$ cat src/design/lpfp_pkg.sv
package lpfp_pkg;

    // Largest payload length that a frame may announce.
    localparam int unsigned MAX_PAYLOAD = 256;

    localparam int unsigned COUNT_W = 17;
    localparam int unsigned LEN_W   = 16;
    localparam int unsigned BYTE_W  = 8;
    localparam int unsigned CFG_IDX_W = 1;

    // Header bytes ahead of the payload: address and two length bytes.
    localparam logic [COUNT_W-1:0] HEADER_BYTES = COUNT_W'(3);
    localparam logic [COUNT_W-1:0] MAX_COUNT    = COUNT_W'(MAX_PAYLOAD);
    localparam logic [LEN_W-1:0]   MAX_LEN      = LEN_W'(MAX_PAYLOAD);
    localparam logic [BYTE_W-1:0]  DROP_IDS     = BYTE_W'(4);
    localparam logic [BYTE_W-1:0]  FIRE_IDS     = BYTE_W'(2);

    // Configuration register indexes.
    localparam logic [CFG_IDX_W-1:0] CFG_PACKET_START = 1'b0;
    localparam logic [CFG_IDX_W-1:0] CFG_DROP_START   = 1'b1;

    // Reported status codes.
    localparam logic [1:0] ST_AWAIT      = 2'd0;
    localparam logic [1:0] ST_INCOMPLETE = 2'd1;
    localparam logic [1:0] ST_READY      = 2'd2;
    localparam logic [1:0] ST_ERROR      = 2'd3;

    localparam logic [BYTE_W-1:0] PACKET_START_RST = 8'd1;
    localparam logic [BYTE_W-1:0] DROP_START_RST   = 8'd2;

    typedef enum logic [4:0] {
        MODE_AWAIT      = 5'b00001,
        MODE_INCOMPLETE = 5'b00010,
        MODE_READY      = 5'b00100,
        MODE_ERROR      = 5'b01000,
        MODE_DROP_ID    = 5'b10000
    } mode_t;

    typedef struct packed {
        mode_t              mode;
        logic [COUNT_W-1:0] byte_count;
        logic [LEN_W-1:0]   wanted_length;
        logic [BYTE_W-1:0]  address;
        logic [BYTE_W-1:0]  len_high;
    } parse_state_t;

    typedef struct packed {
        logic [1:0]        status;
        logic              drop_fire;
        logic              drop_device;
        logic              payload_valid;
        logic [BYTE_W-1:0] payload_byte;
        logic [BYTE_W-1:0] frame_address;
        logic [LEN_W-1:0]  frame_length;
    } result_t;

endpackage

$ cat src/design/length_prefixed_frame_parser_unit.sv
// A transaction accepted into the input register is parsed into the result register as soon
// as that register can take it and is offered on the m_ port from then on; a stalled
// consumer holds it back in the input register.
// Throughput: one byte per cycle; the input register and the result register each take a
// new transaction whenever the stage after them moves on.
// Reset (aresetn low, synchronous): parser goes to awaiting with zeroed count, length and
// address, both pipeline registers empty, start codes back to 1 and 2.
module length_prefixed_frame_parser_unit (
    input  logic                               aclk,
    input  logic                               aresetn,
    // Configuration writes.
    input  logic                               cfg_valid,
    output logic                               cfg_ready,
    input  logic [lpfp_pkg::CFG_IDX_W-1:0]     cfg_index,
    input  logic [lpfp_pkg::BYTE_W-1:0]        cfg_data,
    // Incoming byte stream.
    input  logic                               s_valid,
    output logic                               s_ready,
    input  logic                               s_command,
    input  logic [lpfp_pkg::BYTE_W-1:0]        s_data_byte,
    // Parse results.
    output logic                               m_valid,
    input  logic                               m_ready,
    output logic [1:0]                         m_status,
    output logic                               m_drop_fire,
    output logic                               m_drop_device,
    output logic                               m_payload_valid,
    output logic [lpfp_pkg::BYTE_W-1:0]        m_payload_byte,
    output logic [lpfp_pkg::BYTE_W-1:0]        m_frame_address,
    output logic [lpfp_pkg::LEN_W-1:0]         m_frame_length
);

    // Start code registers, always ready; user writes must come only while idle (not enforced).
    logic [lpfp_pkg::BYTE_W-1:0] packet_start_reg;
    logic [lpfp_pkg::BYTE_W-1:0] drop_start_reg;

    assign cfg_ready = 1'b1;

    always_ff @(posedge aclk) begin
        if (!aresetn) begin
            packet_start_reg <= lpfp_pkg::PACKET_START_RST;
            drop_start_reg   <= lpfp_pkg::DROP_START_RST;
        end else if (cfg_valid) begin
            unique case (cfg_index)
                lpfp_pkg::CFG_PACKET_START: packet_start_reg <= cfg_data;
                lpfp_pkg::CFG_DROP_START:   drop_start_reg   <= cfg_data;
                default: ;
            endcase
        end
    end

    // Input register. It holds one transaction until the parse step can hand its result to
    // the result register; it refills in the same cycle that it drains.
    logic                        in_valid_reg;
    logic                        in_command_reg;
    logic [lpfp_pkg::BYTE_W-1:0] in_byte_reg;
    logic                        step_fire;

    assign step_fire = in_valid_reg && (!m_valid || m_ready);
    assign s_ready   = !in_valid_reg || step_fire;

    always_ff @(posedge aclk) begin
        if (!aresetn) begin
            in_valid_reg <= 1'b0;
        end else if (s_ready) begin
            in_valid_reg <= s_valid;
        end
    end

    always_ff @(posedge aclk) begin
        if (s_valid && s_ready) begin
            in_command_reg <= s_command;
            in_byte_reg    <= s_data_byte;
        end
    end

    // Parser state. It advances exactly once per byte, at the edge where that byte's result
    // enters the result register, so the next byte always sees its predecessor's effect.
    lpfp_pkg::parse_state_t state_reg;
    lpfp_pkg::parse_state_t state_next;
    lpfp_pkg::result_t      res_next;
    lpfp_pkg::result_t      res_reg;
    logic                   out_valid_reg;

    lpfp_step u_step (
        .cur          (state_reg),
        .packet_start (packet_start_reg),
        .drop_start   (drop_start_reg),
        .command      (in_command_reg),
        .data_byte    (in_byte_reg),
        .nxt          (state_next),
        .res          (res_next)
    );

    always_ff @(posedge aclk) begin
        if (!aresetn) begin
            state_reg.mode          <= lpfp_pkg::MODE_AWAIT;
            state_reg.byte_count    <= '0;
            state_reg.wanted_length <= '0;
            state_reg.address       <= '0;
            state_reg.len_high      <= '0;
        end else if (step_fire) begin
            state_reg <= state_next;
        end
    end

    // Result register. It keeps its transaction while the consumer stalls.
    always_ff @(posedge aclk) begin
        if (!aresetn) begin
            out_valid_reg <= 1'b0;
        end else if (!out_valid_reg || m_ready) begin
            out_valid_reg <= in_valid_reg;
        end
    end

    always_ff @(posedge aclk) begin
        if (step_fire) begin
            res_reg <= res_next;
        end
    end

    assign m_valid         = out_valid_reg;
    assign m_status        = res_reg.status;
    assign m_drop_fire     = res_reg.drop_fire;
    assign m_drop_device   = res_reg.drop_device;
    assign m_payload_valid = res_reg.payload_valid;
    assign m_payload_byte  = res_reg.payload_byte;
    assign m_frame_address = res_reg.frame_address;
    assign m_frame_length  = res_reg.frame_length;

    // A parsed byte always lands in the result register.
    a_step_lands: assert property (@(posedge aclk) disable iff (!aresetn)
        step_fire |=> m_valid)
        else $error("parsed transaction did not reach the result register");

    // The count never runs more than one past the largest payload.
    a_count_bound: assert property (@(posedge aclk) disable iff (!aresetn)
        state_reg.byte_count <= lpfp_pkg::MAX_COUNT + lpfp_pkg::COUNT_W'(1))
        else $error("byte count ran past its bound");

    // A drop release is reported only as an incomplete status.
    a_drop_status: assert property (@(posedge aclk) disable iff (!aresetn)
        (m_valid && m_drop_fire) |-> (m_status == lpfp_pkg::ST_INCOMPLETE))
        else $error("drop release with unexpected status");

    // A payload byte never comes with an awaiting or error status.
    a_payload_status: assert property (@(posedge aclk) disable iff (!aresetn)
        (m_valid && m_payload_valid) |->
            (m_status == lpfp_pkg::ST_INCOMPLETE || m_status == lpfp_pkg::ST_READY))
        else $error("payload byte with unexpected status");

    // The device select only carries meaning alongside a release.
    a_device_with_fire: assert property (@(posedge aclk) disable iff (!aresetn)
        (m_valid && m_drop_device) |-> m_drop_fire)
        else $error("drop device set without a release");

endmodule

$ cat src/design/lpfp_step.sv
module lpfp_step (
    input  lpfp_pkg::parse_state_t    cur,
    input  logic [lpfp_pkg::BYTE_W-1:0] packet_start,
    input  logic [lpfp_pkg::BYTE_W-1:0] drop_start,
    input  logic                      command,
    input  logic [lpfp_pkg::BYTE_W-1:0] data_byte,
    output lpfp_pkg::parse_state_t    nxt,
    output lpfp_pkg::result_t         res
);

    logic [lpfp_pkg::COUNT_W-1:0] count_inc;
    logic [lpfp_pkg::COUNT_W-1:0] frame_end;
    logic [lpfp_pkg::LEN_W-1:0]   new_length;

    assign count_inc  = cur.byte_count + lpfp_pkg::COUNT_W'(1);
    assign frame_end  = {1'b0, cur.wanted_length} + lpfp_pkg::HEADER_BYTES;
    assign new_length = {cur.len_high, data_byte};

    always_comb begin
        nxt = cur;
        res = '0;
        res.status = lpfp_pkg::ST_AWAIT;
        priority if (command) begin
            nxt.byte_count    = '0;
            nxt.wanted_length = '0;
            nxt.mode          = lpfp_pkg::MODE_AWAIT;
        end else if (cur.byte_count > lpfp_pkg::MAX_COUNT || cur.mode == lpfp_pkg::MODE_READY
                     || cur.mode == lpfp_pkg::MODE_ERROR) begin
            nxt.byte_count = '0;
            nxt.mode       = lpfp_pkg::MODE_AWAIT;
            res.status     = lpfp_pkg::ST_ERROR;
        end else if (cur.mode == lpfp_pkg::MODE_AWAIT && cur.byte_count == '0) begin
            // The packet start code takes precedence when both codes match.
            priority if (data_byte == packet_start) begin
                nxt.mode   = lpfp_pkg::MODE_INCOMPLETE;
                res.status = lpfp_pkg::ST_INCOMPLETE;
            end else if (data_byte == drop_start) begin
                nxt.mode       = lpfp_pkg::MODE_DROP_ID;
                nxt.byte_count = lpfp_pkg::COUNT_W'(1);
                res.status     = lpfp_pkg::ST_INCOMPLETE;
            end else begin
                res.status = lpfp_pkg::ST_AWAIT;
            end
        end else if (cur.mode == lpfp_pkg::MODE_DROP_ID) begin
            if (data_byte < lpfp_pkg::DROP_IDS) begin
                res.drop_fire   = (data_byte < lpfp_pkg::FIRE_IDS);
                res.drop_device = (data_byte < lpfp_pkg::FIRE_IDS) & data_byte[0];
                nxt.mode        = lpfp_pkg::MODE_READY;
                res.status      = lpfp_pkg::ST_INCOMPLETE;
            end else begin
                nxt.mode   = lpfp_pkg::MODE_ERROR;
                res.status = lpfp_pkg::ST_ERROR;
            end
        end else begin
            // Frame body: address, length high, length low, then payload.
            if (cur.byte_count == '0) begin
                nxt.address = data_byte;
            end
            if (cur.byte_count == lpfp_pkg::COUNT_W'(1)) begin
                nxt.len_high = data_byte;
            end
            nxt.byte_count = count_inc;
            if (count_inc == lpfp_pkg::HEADER_BYTES) begin
                nxt.wanted_length = new_length;
                res.status = (new_length > lpfp_pkg::MAX_LEN) ? lpfp_pkg::ST_ERROR
                                                              : lpfp_pkg::ST_INCOMPLETE;
            end else begin
                if (count_inc > lpfp_pkg::HEADER_BYTES && count_inc <= frame_end
                    && cur.wanted_length <= lpfp_pkg::MAX_LEN) begin
                    res.payload_valid = 1'b1;
                    res.payload_byte  = data_byte;
                end
                res.status = (count_inc == frame_end && count_inc > lpfp_pkg::HEADER_BYTES)
                           ? lpfp_pkg::ST_READY : lpfp_pkg::ST_INCOMPLETE;
            end
        end
        res.frame_address = nxt.address;
        res.frame_length  = nxt.wanted_length;
    end

endmodule
$ cat config.mk
export PLATFORM = sky130hd
export DESIGN_NAME = length_prefixed_frame_parser_unit
export DESIGN_NICKNAME = d
export VERILOG_FILES = /design/src/design/lpfp_pkg.sv /design/src/design/length_prefixed_frame_parser_unit.sv /design/src/design/lpfp_step.sv
export SDC_FILE = /design/constraint.sdc
export NUM_CORES = 1
export LEC_CHECK = 0
export ABC_AREA = 1
export BUFFER_PORTS_ARGS = -buffer_cell sky130_fd_sc_hd__buf_2
export CAP_MARGIN = 0
export CORE_MARGIN = 4
export CORE_UTILIZATION = 54
export CTS_CLUSTER_DIAMETER = 150
export CTS_CLUSTER_SIZE = 40
export DETAILED_ROUTE_END_ITERATION = 12
export PLACE_DENSITY = 0.78
export SYNTH_ARGS = -nofsm -noshare
export SYNTH_HDL_FRONTEND = slang
export SYNTH_SLANG_ARGS = --single-unit
$ cat constraint.sdc
create_clock -name aclk -period 3.3 [get_ports aclk]
set_input_delay 0.495 -clock aclk [delete_from_list [all_inputs] [get_ports aclk]]
set_output_delay 0.495 -clock aclk [all_outputs]
set_load 0.03 [all_outputs]
==> metrics <==
Worst Path Max Fanout 5; Worst Clk Skew 0.0109 ns; initial core utilization 0.549; cts bufs inserted 17; Vias/cell 5.45; unrepaired setup endpoints after global routing true; Hold Path End in_byte_reg[7]$_DFFE_PP_; period utilization 1.01; Core ar. 0.0120 mm^2; Seq/Total Area, Yosys 0.428; Slew @ Worst Pin 1.08 ns; Slew Viols, Final 0; row cnt 40; worst path arrival time 3.62 ns; FF+latch count, synth 118; CTS root buffer clkbuf_16; leak pwr 3.57 nW; post-synth top area cell dfxtp_1; # fillers 968; syn nets 875; kind of critical path register to register; Async S/R FF share, synth 0; Max-cap violations 0; layout cells sized above 1 0.243; CP Data Required Time 3.58 ns; failing checks negative setup slack; Slew headroom 0.278; startpoint types register; ANT cells 0; GP Congestion 0.957; min cycle time layout 3.35 ns; status finished with violations; f_max 0.299 GHz; Final Setup Violations 6; pwr dens 526 mW/mm^2; Post-Syn Area per Cell 7.96 um^2; r2r endpoint m_payload_byte[6]$_SDFFCE_PP0P_; Reg clk slew, reported paths 0.06 ns; vias 5876; final worst setup slack -0.0464 ns; Tot GR Track Use 0.236; first-pass GRT wire length 26500 um; synthesis-to-layout area growth 20.1%; Die ar. 0.0141 mm^2; Reg2Reg Depth 21; post-synth top area share 0.218; Hold WC Path Type input pin to register; most area-consuming cells after synthesis dfxtp_1 22%, edfxtp_1 21%, nand2_1 7.5%, inv_1 6.2%, nor2_1 5.2%; I/O pins 63; Detail Route Antenna Nets 0; final count of hold timing violations 0; grt total ovfl 0; Synth Cell Area 0.00660 mm^2; largest net degree at the start of global routing 79; CTS max path bufs 2; top_reg_cell synth dfxtp_1; Die Ht 119 um; vias in the first global route 5410; hold path cells 1; Post-synth EDFFs 46; CTS Sinks 118; die width 119 um; Reg-to-Reg Start state_reg[16]$_SDFFE_PN0P_; Port Buffer Count 61; Hold Startpoint s_data_byte[7]; DP Worst Slack -0.224 ns; max reg flops 54; element type at the critical path end register; clk_lat worst skew 0.43 ns; nets@finish 964; initial antenna violation count 0; Routed WL per cell 15.4 um; hpwl dp 11400 um; Mapped Cells 829; drt pass-1 iters 6; TNS Setup -0.169 ns; Yosys warning count 0; Worst VDD drop 0.413 mV; H-tree depth 4; Initial DRC Count 505; CTS tree yes; flop-to-flop setup slack -0.05 ns; library cells used by synthesis 41; Post-Route WL 16600 um; DRC viols 0
cell usage in the layout, fill, tap and decap left out, types with 20 or more instances in the layout:
master      n
a21oi_1    45
edfxtp_1   46
nor3_1     20
buf_4      31
ha_1       22
nand3_1    46
nand2_2    21
nand2_1   131
nor2_1     83
dfxtp_1    70
nand4_1    37
o21ai_0    42
inv_1     105
buf_2      61
cell families (layout without fill, tap and decap cells):
| kind of cell | count (synthesis) | in the layout | synth area share |
|---|---|---|---|
| and+or+nand+nor | 399 | 400 | 0.306 |
| adders and majority gates | 23 | 23 | 0.0436 |
| AOI/OAI and AO/OA | 124 | 124 | 0.104 |
| other | 1 | 1 | 0.000568 |
| xor gates and xnor gates | 25 | 25 | 0.0332 |
| buffers and inverters | 139 | 240 | 0.0849 |
| DFF | 118 | 118 | 0.428 |
worst max path at each step:
stage	startpoint	endpoint	slack (ns)	cells past startpoint
4_1_cts	state_reg[16]$_SDFFE_PN0P_	m_payload_byte[4]$_SDFFCE_PP0P_	0.007	21
6_report	state_reg[16]$_SDFFE_PN0P_	m_payload_byte[6]$_SDFFCE_PP0P_	-0.05	21
5_1_grt	state_reg[16]$_SDFFE_PN0P_	m_payload_byte[4]$_SDFFCE_PP0P_	-0.28	21
3_3_place_gp	state_reg[16]$_SDFFE_PN0P_	m_payload_byte[2]$_SDFFCE_PP0P_	-0.13	21
3_5_place_dp	state_reg[16]$_SDFFE_PN0P_	m_payload_byte[1]$_SDFFCE_PP0P_	-0.22	21
2_1_floorplan	state_reg[16]$_SDFFE_PN0P_	m_payload_byte[0]$_SDFFCE_PP0P_	0.03	22
routing by layer:
metal  wire, um  vias up  track usage
met2       7800      208        0.377
met4        508        0        0.104
met3       1040       40       0.0445
met5          0        -            0
li1           -     2948            -
met1       7270     2680        0.313
area by class of cell:
class	count	area (um^2)	area share
multi-input cells	573	3360	0.424
clock buffers	19	443	0.0559
clock inverters	13	123	0.0155
well taps	147	184	0.0232
repair buffers	93	558	0.0704
flip-flops and latches	118	2830	0.356
inverters	115	434	0.0548
critical path, cell delays in order, from the launching register on:
cell,delay [ns]
dfxtp_2,0.33
inv_2,0.05
ha_4,0.16
nor2_4,0.10
nand3_2,0.08
or2_1,0.23
nor2_1,0.12
inv_2,0.05
nor2_2,0.09
inv_2,0.05
nor3_2,0.13
inv_1,0.09
nor3_2,0.12
a21oi_1,0.06
ha_1,0.32
nand2_2,0.08
or3_1,0.39
nor4_2,0.16
buf_4,0.16
o21bai_4,0.15
nand3_4,0.15
nor2_1,0.15
repair_timing:
| item | CTS | global route |
|---|---|---|
| gates resized for setup | 16 | 19 |
| pin swaps | 4 | 8 |
| gates cloned | 1 | 0 |
| hold buffers | 0 | 0 |
| endpoints found under the setup margin | 11 | 11 |
| setup buffers | 6 | 2 |
metrics by stage:
stage / hold slack [ns] / power (mW) / cell area (um^2) / util / std cells
floorplan: 0.444 / 2.18 / 6600 / - / 829
global placement: 0.455 / 2.35 / 7160 / 0.596 / 1037
detailed placement: 0.461 / 2.36 / 7160 / 0.596 / 1037
CTS: 0.227 / 4.15 / 7840 / 0.653 / 1076
global route: 0.235 / 4.33 / 7930 / 0.660 / 1078
finish: 0.240 / 4.17 / 7930 / 0.660 / 1078
synthesized netlist by cell type, drive strengths merged, types with 2 or more instances:
cell      n
nor3     24
ha       23
nand3    64
and2      2
o211ai    4
nand2   152
nor4      5
nand4    38
xnor2    10
edfxtp   46
a21oi    56
inv     114
nor2    110
clkbuf   13
dfxtp    72
xor2     15
o21ai    61
buf      11
where the power goes:
group | internal [mW] | switching (mW) | leakage [nW]
registers | 1.61 | 0.0599 | 1.03
clock network | 1.06 | 0.719 | 0.275
logic | 0.221 | 0.498 | 2.27
Power figures use the tool's default switching activity.
